===== src/design/tis_pkg.sv =====
`default_nettype none
// ----------------------------------------------------------------------------
// Trie insertion step package
// Shared widths, command and kind codes, and the queued item type.
// ----------------------------------------------------------------------------
package tis_pkg;

   localparam int NODES_DEF    = 1024;
   localparam int ALPHABET_DEF = 32;

   localparam int NODE_W     = 10;
   localparam int SYM_W      = 5;
   localparam int HITS_W     = 16;
   localparam int REQ_DATA_W = 16;
   localparam int RSP_DATA_W = 32;
   localparam int RSP_USER_W = 2;

   localparam logic [HITS_W-1:0] HITS_MAX = '1;

   localparam logic CMD_CLEAR = 1'b1;

   localparam int KIND_W = 2;
   localparam logic [KIND_W-1:0] KIND_ADD   = 2'd0;
   localparam logic [KIND_W-1:0] KIND_CLEAR = 2'd1;
   localparam logic [KIND_W-1:0] KIND_DROP  = 2'd2;

   localparam int QUEUE_DEPTH = 2;
   localparam int QPTR_W      = 1;
   localparam int QCNT_W      = 2;

   typedef struct packed {
      logic [KIND_W-1:0] kind;
      logic [NODE_W-1:0] node;
      logic [SYM_W-1:0]  symbol;
      logic              terminal;
   } item_type;

endpackage
`default_nettype wire


===== src/design/tis_queue.sv =====
`default_nettype none
// ----------------------------------------------------------------------------
// Trie insertion item queue
// Two-entry queue that decouples the front end from the back end.
// ----------------------------------------------------------------------------
module tis_queue
   import tis_pkg::*;
(
   input  wire logic     clock,
   input  wire logic     reset,
   input  wire logic     push,
   input  wire item_type push_item,
   output logic          full,
   input  wire logic     pop,
   output logic          valid,
   output item_type      head
);

   item_type              slot_ff [QUEUE_DEPTH];
   logic [QPTR_W-1:0]     wr_ff, wr_in;
   logic [QPTR_W-1:0]     rd_ff, rd_in;
   logic [QCNT_W-1:0]     cnt_ff, cnt_in;

   assign full  = reset | (cnt_ff == QCNT_W'(QUEUE_DEPTH));
   assign valid = (cnt_ff != '0);
   assign head  = slot_ff[rd_ff];

   always_comb begin
      wr_in  = push ? wr_ff + 1'b1 : wr_ff;
      rd_in  = pop ? rd_ff + 1'b1 : rd_ff;
      cnt_in = cnt_ff + QCNT_W'(push) - QCNT_W'(pop);
   end

   always_ff @(posedge clock) begin
      if (push) begin
         slot_ff[wr_ff] <= push_item;
      end
   end

   always_ff @(posedge clock) begin
      if (reset) begin
         wr_ff  <= '0;
         rd_ff  <= '0;
         cnt_ff <= '0;
      end else begin
         wr_ff  <= wr_in;
         rd_ff  <= rd_in;
         cnt_ff <= cnt_in;
      end
   end

endmodule
`default_nettype wire


===== config.mk =====
export PLATFORM = sky130hd
export DESIGN_NAME = tis_queue
export DESIGN_NICKNAME = d
export VERILOG_FILES = /design/src/design/tis_pkg.sv /design/src/design/tis_queue.sv
export SDC_FILE = /design/constraint.sdc
export NUM_CORES = 1
export LEC_CHECK = 0
export BUFFER_PORTS_ARGS = -buffer_cell sky130_fd_sc_hd__buf_4
export CORE_MARGIN = 2
export CORE_UTILIZATION = 51
export DETAILED_ROUTE_END_ITERATION = 8
export GPL_TIMING_DRIVEN = 0
export PLACE_DENSITY = 0.78
export SETUP_SLACK_MARGIN = 0.1
export SLEW_MARGIN = 10
export SYNTH_ARGS = -nofsm -noshare
export SYNTH_HDL_FRONTEND = slang
export SYNTH_SLANG_ARGS = --single-unit

===== constraint.sdc =====
create_clock -name clock -period 1.7 [get_ports clock]
set_input_delay 0.255 -clock clock [delete_from_list [all_inputs] [get_ports clock]]
set_output_delay 0.255 -clock clock [all_outputs]
set_load 0.02 [all_outputs]

==> results.txt, run 1 <==
Pint: 1.77 mW
IO buf count: 41
met1 wire length: 1000 µm
Clock Skews: 0.00962 ns
clock root buffer: clkbuf_4
Synth top cells by count: edfxtp_1 (36), mux2_4 (10), mux2_2 (8), dfxtp_1 (5), nor2_1 (4)
final setup violation count: 0
Gate Count Post-Synth: 77
Total GRT Usage: 16.9%
Core Box Area: 3000 µm²
crit path DAT: 1.37 ns
RSZ-0062 raised after global routing: yes
Final period util: 95.8%
Met2 Wirelength: 1280 µm
setup TNS: 0 ns
CTS tree: done
Final nets: 153
Post-Route WL: 2480 µm
headroom to the max-slew limit: 42.9%
share of cells above drive strength 1: 56.9%
CTS max path bufs: 2
Initial DRT Pass Iterations: 4
Synth top area share: 68.7%
Clock transition at path regs: 0.11 ns
Initial Util: 52.4%
CP Max Fanout: 5
pin count of the biggest net entering global routing: 19
Vias: 816
critical path endpoint category: output port
Final Hold Slack: 0.0948 ns
cts bufs inserted: 5
Max Cap Viol: 0
number of synthesized register bits: 41
Clock power frac: 25.9%
minimum clock period: 1.63 ns
Post-Syn Area: 1570 µm²
CTS H-tree lvls: 2
Fmax: 0.614 GHz
Routed met3 length: 158 µm
critical path class: reg -> out
Synth area leaders: edfxtp_1 (69%), mux2_4 (9.5%), dfxtp_1 (6.4%), mux2_2 (5.7%), ha_1 (1.6%)
GRT overflow: 0
vias in the first global route: 830
most common cell in the netlist: edfxtp_1
Async SR Flop Fraction: 0%
P_sw: 0.522 mW
initial antenna violation count: 0
Max rail drop VDD: 0.000636 V
Die Y: 59.5 µm
worst-skew pair later-pin latency: 0.34 ns
sequential area share after synthesis: 75.1%
hold_buf cts: 0
via/cell ratio: 5.01
EDFF count, synth: 36
detailed placement HPWL: 1630 µm
Area Growth Syn to Fin: 37.9%
status: finished clean
Tot Pwr: 2.29 mW
Max Slew Vio Count: 0
switching part of the total power: 22.8%
leading area contributor after synthesis: edfxtp_1
syn nets: 101
synthesis warning total: 0
critical-path cell list: buf_8, buf_12, mux2_4, buf_6
crit-path max cell delay: 0.35 ns
leakage: 0.885 nW
Worst EP required: 1.44 ns
drt drc: 0
Die Width: 59.5 µm
Min-Delay Path Class: in -> reg
combinational share of power: 21.8%
top_reg_cell synth: edfxtp_1
slowest CP cell: dfxtp_2
highest routed layer: met4
Top delay family on crit path: buffers and inverters
Routed Antenna Nets: 0
gpl congestion: 0.609
io pins: 42
CP Launch Type: flop
synth unique cells: 15
CTS Sinks: 41
slew at the pin closest to its max-slew limit: 0.857 ns
routed wire length per instance: 15.2 µm
PwrDens: 1060 nW/µm²
ant diodes: 0
syn_area_per_cell: 20.4 µm²
sequential share of power: 52.3%
global-route wire length before repair: 4030 µm
die area: 3540 µm²
# rows: 20
starting DRC count in detailed routing: 18
Buf/Inv on CP: 3
Fin. Hold Viols: 0
-- worst paths after layout --
path	startpoint	to	slack (ns)	cells after the start
worst max-delay path	flop	head[14]	0.07	4
worst min-delay path	push_item[7]	slot_ff[0][7]$_DFFE_PP_	0.09	1
worst max register to register	wr_ff$_SDFFE_PP0P_	slot_ff[1][12]$_DFFE_PP_	0.21	1
worst min register to register	rd_ff$_SDFFE_PP0P_	rd_ff$_SDFFE_PP0P_	0.54	2
-- area by class of cell --
class | count | area, µm²
sequential | 41 | 1180
fill | 203 | 835
timing repair buffer | 45 | 445
multi-input combinational | 32 | 382
clock buffer | 6 | 41.3
tap | 33 | 41.3
buffer | 2 | 35.0
clock inverter | 2 | 33.8
inverter | 2 | 7.51
-- kinds of logic (layout without fill, tap and decap cells) --
kind of cell | Yosys count | after routing | share of synthesized area [%]
flops | 41 | 41 | 75.1
mux | 18 | 18 | 15.3
simple gates | 8 | 8 | 2.55
buf+inv | 4 | 57 | 2.47
xor+xnor | 3 | 3 | 2.55
fa+ha+maj | 2 | 2 | 1.59
compound gates | 1 | 1 | 0.478
-- flip-flops by register name, indices dropped and copies added, names as in the netlist, named ones only --
register,count
rd_ff,1
cnt_ff,2
slot_ff,36
wr_ff,1
-- cells in the final DEF (no fill, tap or decap), types with 4 or more instances in the layout --
cell type   n
mux2_4     17
clkbuf_4    5
buf_6      18
edfxtp_1   36
nor2_1      4
buf_4      24
dfxtp_1     4
-- power by group through the flow --
stage          Sequential [mW]  Clock [mW]  Combinational, mW
5_1_grt                   1.21       0.652              0.536
4_1_cts                   1.20       0.614              0.502
3_3_place_gp              1.21           0              0.405
3_5_place_dp              1.22           0              0.419
6_report                  1.20       0.593              0.500
2_1_floorplan             1.21           0              0.258
-- per-stage QoR --
step           setup WS (ns)  instance area (µm²)  std cells  utilization (%)
6_report              0.0710                 2170        163             72.2
4_1_cts               0.0472                 2160        163             72.1
2_1_floorplan          0.153                 1570         77                -
3_5_place_dp           0.203                 1940        152             64.6
5_1_grt               0.0111                 2170        163             72.2
3_3_place_gp          -0.345                 1920        151             64.0
-- routing by layer --
| layer | vias to the layer above | GRT usage (%) |
|---|---|---|
| met3 | 6 | 6.77 |
| met5 | - | 0 |
| met4 | 0 | 6.67 |
| met2 | 32 | 27.5 |
| met1 | 385 | 20.3 |
| li1 | 393 | - |
-- what timing repair did --
item,4_1_cts,5_1_grt
pin swaps,0,0
setup buffers,2,0
gates cloned,1,0
endpoints found under the setup margin,15,18
resized for setup,27,1
Power figures use the tool's default switching activity.
==> run 2: changes to the inputs <==
--- a/config.mk
+++ b/config.mk
@@ -10,6 +10,7 @@
 export CORE_UTILIZATION = 51
 export DETAILED_ROUTE_END_ITERATION = 8
 export GPL_TIMING_DRIVEN = 0
+export MAX_ROUTING_LAYER = met4
 export PLACE_DENSITY = 0.78
 export SETUP_SLACK_MARGIN = 0.1
 export SLEW_MARGIN = 10
==> run 2 against run 1 <==
Final cell count stayed put. Non-clock buffer count stayed put. Worst hold slack hardly changed. Combinational power hardly changed. First-iteration DRC count is 28% higher. Wire length hardly changed. Register-to-register slack hardly changed. Sequential share of layout area stayed put. Critical path depth stayed put. Power hardly changed. Clock-buffer cell count stayed put.
==> results.txt, run 2 (synthesized netlist as in run 1, its figures left out) <==
critical path endpoint category: output port (unchanged)
most frequent cells in the layout: edfxtp_1 (36), buf_4 (24), buf_6 (18) (unchanged)
Final period util: 95.8% (about the same)
cts bufs inserted: 5 (unchanged)
multi-input logic area: 382 µm² (unchanged)
detailed placement HPWL: 1630 µm (unchanged)
most common cell after layout, fill and taps aside: edfxtp_1 (unchanged)
Clock power frac: 25.9% (about the same)
max FFs per register: 36 (unchanged)
Vias: 816 (unchanged)
Die Y: 59.5 µm (unchanged)
die area: 3540 µm² (unchanged)
gpl congestion: 0.613 (was 0.609)
drt drc: 0 (unchanged)
met3 GRT Util: 6.55% (was 6.77%)
CP Max Fanout: 5 (unchanged)
switching part of the total power: 22.8% (about the same)
Max rail drop VDD: 0.000637 V (was 0.000636 V)
critical path class: reg -> out (unchanged)
CTS Sinks: 41 (unchanged)
# rows: 20 (unchanged)
P_sw: 0.523 mW (was 0.522 mW)
sequential share of power: 52.3% (about the same)
GRT met2 Usage: 27.5% (unchanged)
vias in the first global route: 829 (was 830)
Worst EP required: 1.44 ns (about the same)
slew at the pin closest to its max-slew limit: 0.858 ns (was 0.857 ns)
CP Launch Type: flop (unchanged)
GR peak layer: met2 (unchanged)
worst-skew pair later-pin latency: 0.34 ns (about the same)
Clock Skews: 0.00967 ns (was 0.00962 ns)
PnR worst setup slack: 0.0711 ns (was 0.0710 ns)
R2R depth: 1 (unchanged)
Final Hold Slack: 0.0949 ns (was 0.0948 ns)
Largest Register: slot_ff (unchanged)
hold_buf cts: 0 (unchanged)
global-route wire length before repair: 4040 µm (was 4030 µm)
Pint: 1.77 mW (unchanged)
Max Slew Vio Count: 0 (unchanged)
Fmax: 0.614 GHz (about the same)
Tot Pwr: 2.29 mW (about the same)
met1 GRT Util: 20.4% (was 20.3%)
combinational share of power: 21.8% (about the same)
CTS tree: done (unchanged)
CTS max path bufs: 2 (unchanged)
IO buf count: 41 (unchanged)
Initial DRT Pass Iterations: 4 (unchanged)
Max Cap Viol: 0 (unchanged)
routed wire length per instance: 15.2 µm (about the same)
PwrDens: 1060 nW/µm² (about the same)
io pins: 42 (unchanged)
Core Box Area: 3000 µm² (unchanged)
share of cells above drive strength 1: 56.9% (unchanged)
starting DRC count in detailed routing: 23 (was 18)
clock root buffer: clkbuf_4 (unchanged)
DP Area: 1940 µm² (unchanged)
CTS H-tree lvls: 2 (unchanged)
Total GRT Usage: 17.4% (was 16.9%)
via/cell ratio: 5.01 (unchanged)
Routed Antenna Nets: 0 (unchanged)
Fin. Hold Viols: 0 (unchanged)
pin count of the biggest net entering global routing: 19 (unchanged)
ant diodes: 0 (unchanged)
post-route cell area: 2170 µm² (unchanged)
filler cell count: 203 (unchanged)
headroom to the max-slew limit: 42.8% (was 42.9%)
RSZ-0062 raised after global routing: yes (unchanged)
DP Worst Slack: 0.203 ns (unchanged)
register area: 1180 µm² (unchanged)
Area Growth Syn to Fin: 37.9% (unchanged)
initial antenna violation count: 0 (unchanged)
GRT overflow: 0 (unchanged)
crit path DAT: 1.37 ns (about the same)
Die Width: 59.5 µm (unchanged)
Post-Route WL: 2480 µm (about the same)
final setup violation count: 0 (unchanged)
setup TNS: 0 ns (unchanged)
Clock transition at path regs: 0.11 ns (about the same)
status: finished clean (unchanged)
biggest regs: slot_ff x36, cnt_ff x2 (unchanged)
leakage: 0.885 nW (unchanged)
Final nets: 153 (unchanged)
Initial Util: 52.4% (unchanged)
Min-Delay Path Class: in -> reg (unchanged)
minimum clock period: 1.63 ns (about the same)
hold path depth: 1 (unchanged)
-- run 2: cell counts in the layout (fill, tap and decap cells not counted) --
No cell type changed its count.
-- run 2: per-stage QoR --
stage               util (%)  cells
global placement        64.0    151
global route            72.2    163
floorplan                  -     77
CTS                     72.1    163
detailed placement      64.6    152
finish                  72.2    163
-- run 2: worst paths after layout --
check,startpoint,end,slack [ns]
max,flop,head[14],0.07
min,push_item[7],slot_ff[0][7]$_DFFE_PP_,0.09
max reg2reg,wr_ff$_SDFFE_PP0P_,slot_ff[1][12]$_DFFE_PP_,0.21
min reg2reg,rd_ff$_SDFFE_PP0P_,rd_ff$_SDFFE_PP0P_,0.54
-- run 2: layer usage --
metal / routed length [µm] / vias to the layer above
met5: 0 / -
met4: 44 / 0
met3: 154 / 6
met2: 1280 / 32
met1: 1010 / 385
li1: - / 393
-- run 2: what timing repair did --
| item | 4_1_cts | 5_1_grt |
|---|---|---|
| gates resized for setup | 27 | 1 |
| buffers inserted | 2 | 0 |
| endpoints found under the setup margin | 15 | 18 |
| gates cloned | 1 | 0 |
-- run 2: final cells by class --
cell class	count	area share [%]
Sequential cell	41	54.5
Timing Repair Buffer	45	20.5
Multi-Input combinational cell	32	17.6
Clock buffer	6	1.90
Tap cell	33	1.90
Buffer	2	1.62
Clock inverter	2	1.56
Inverter	2	0.346
-- run 2: worst max-delay path, cell delays in order (launching register included) --
cell     delay [ns]
dfxtp_2        0.35
buf_8          0.13
buf_12         0.12
mux2_4         0.31
buf_6          0.13
-- run 2: power groups by stage --
stage	Clock, mW	Sequential, mW	Combinational (mW)
after global placement	0	1.21	0.405
after CTS	0.614	1.20	0.502
final	0.594	1.20	0.500
after global routing	0.652	1.21	0.536
after detailed placement	0	1.22	0.419
after floorplan	0	1.21	0.258
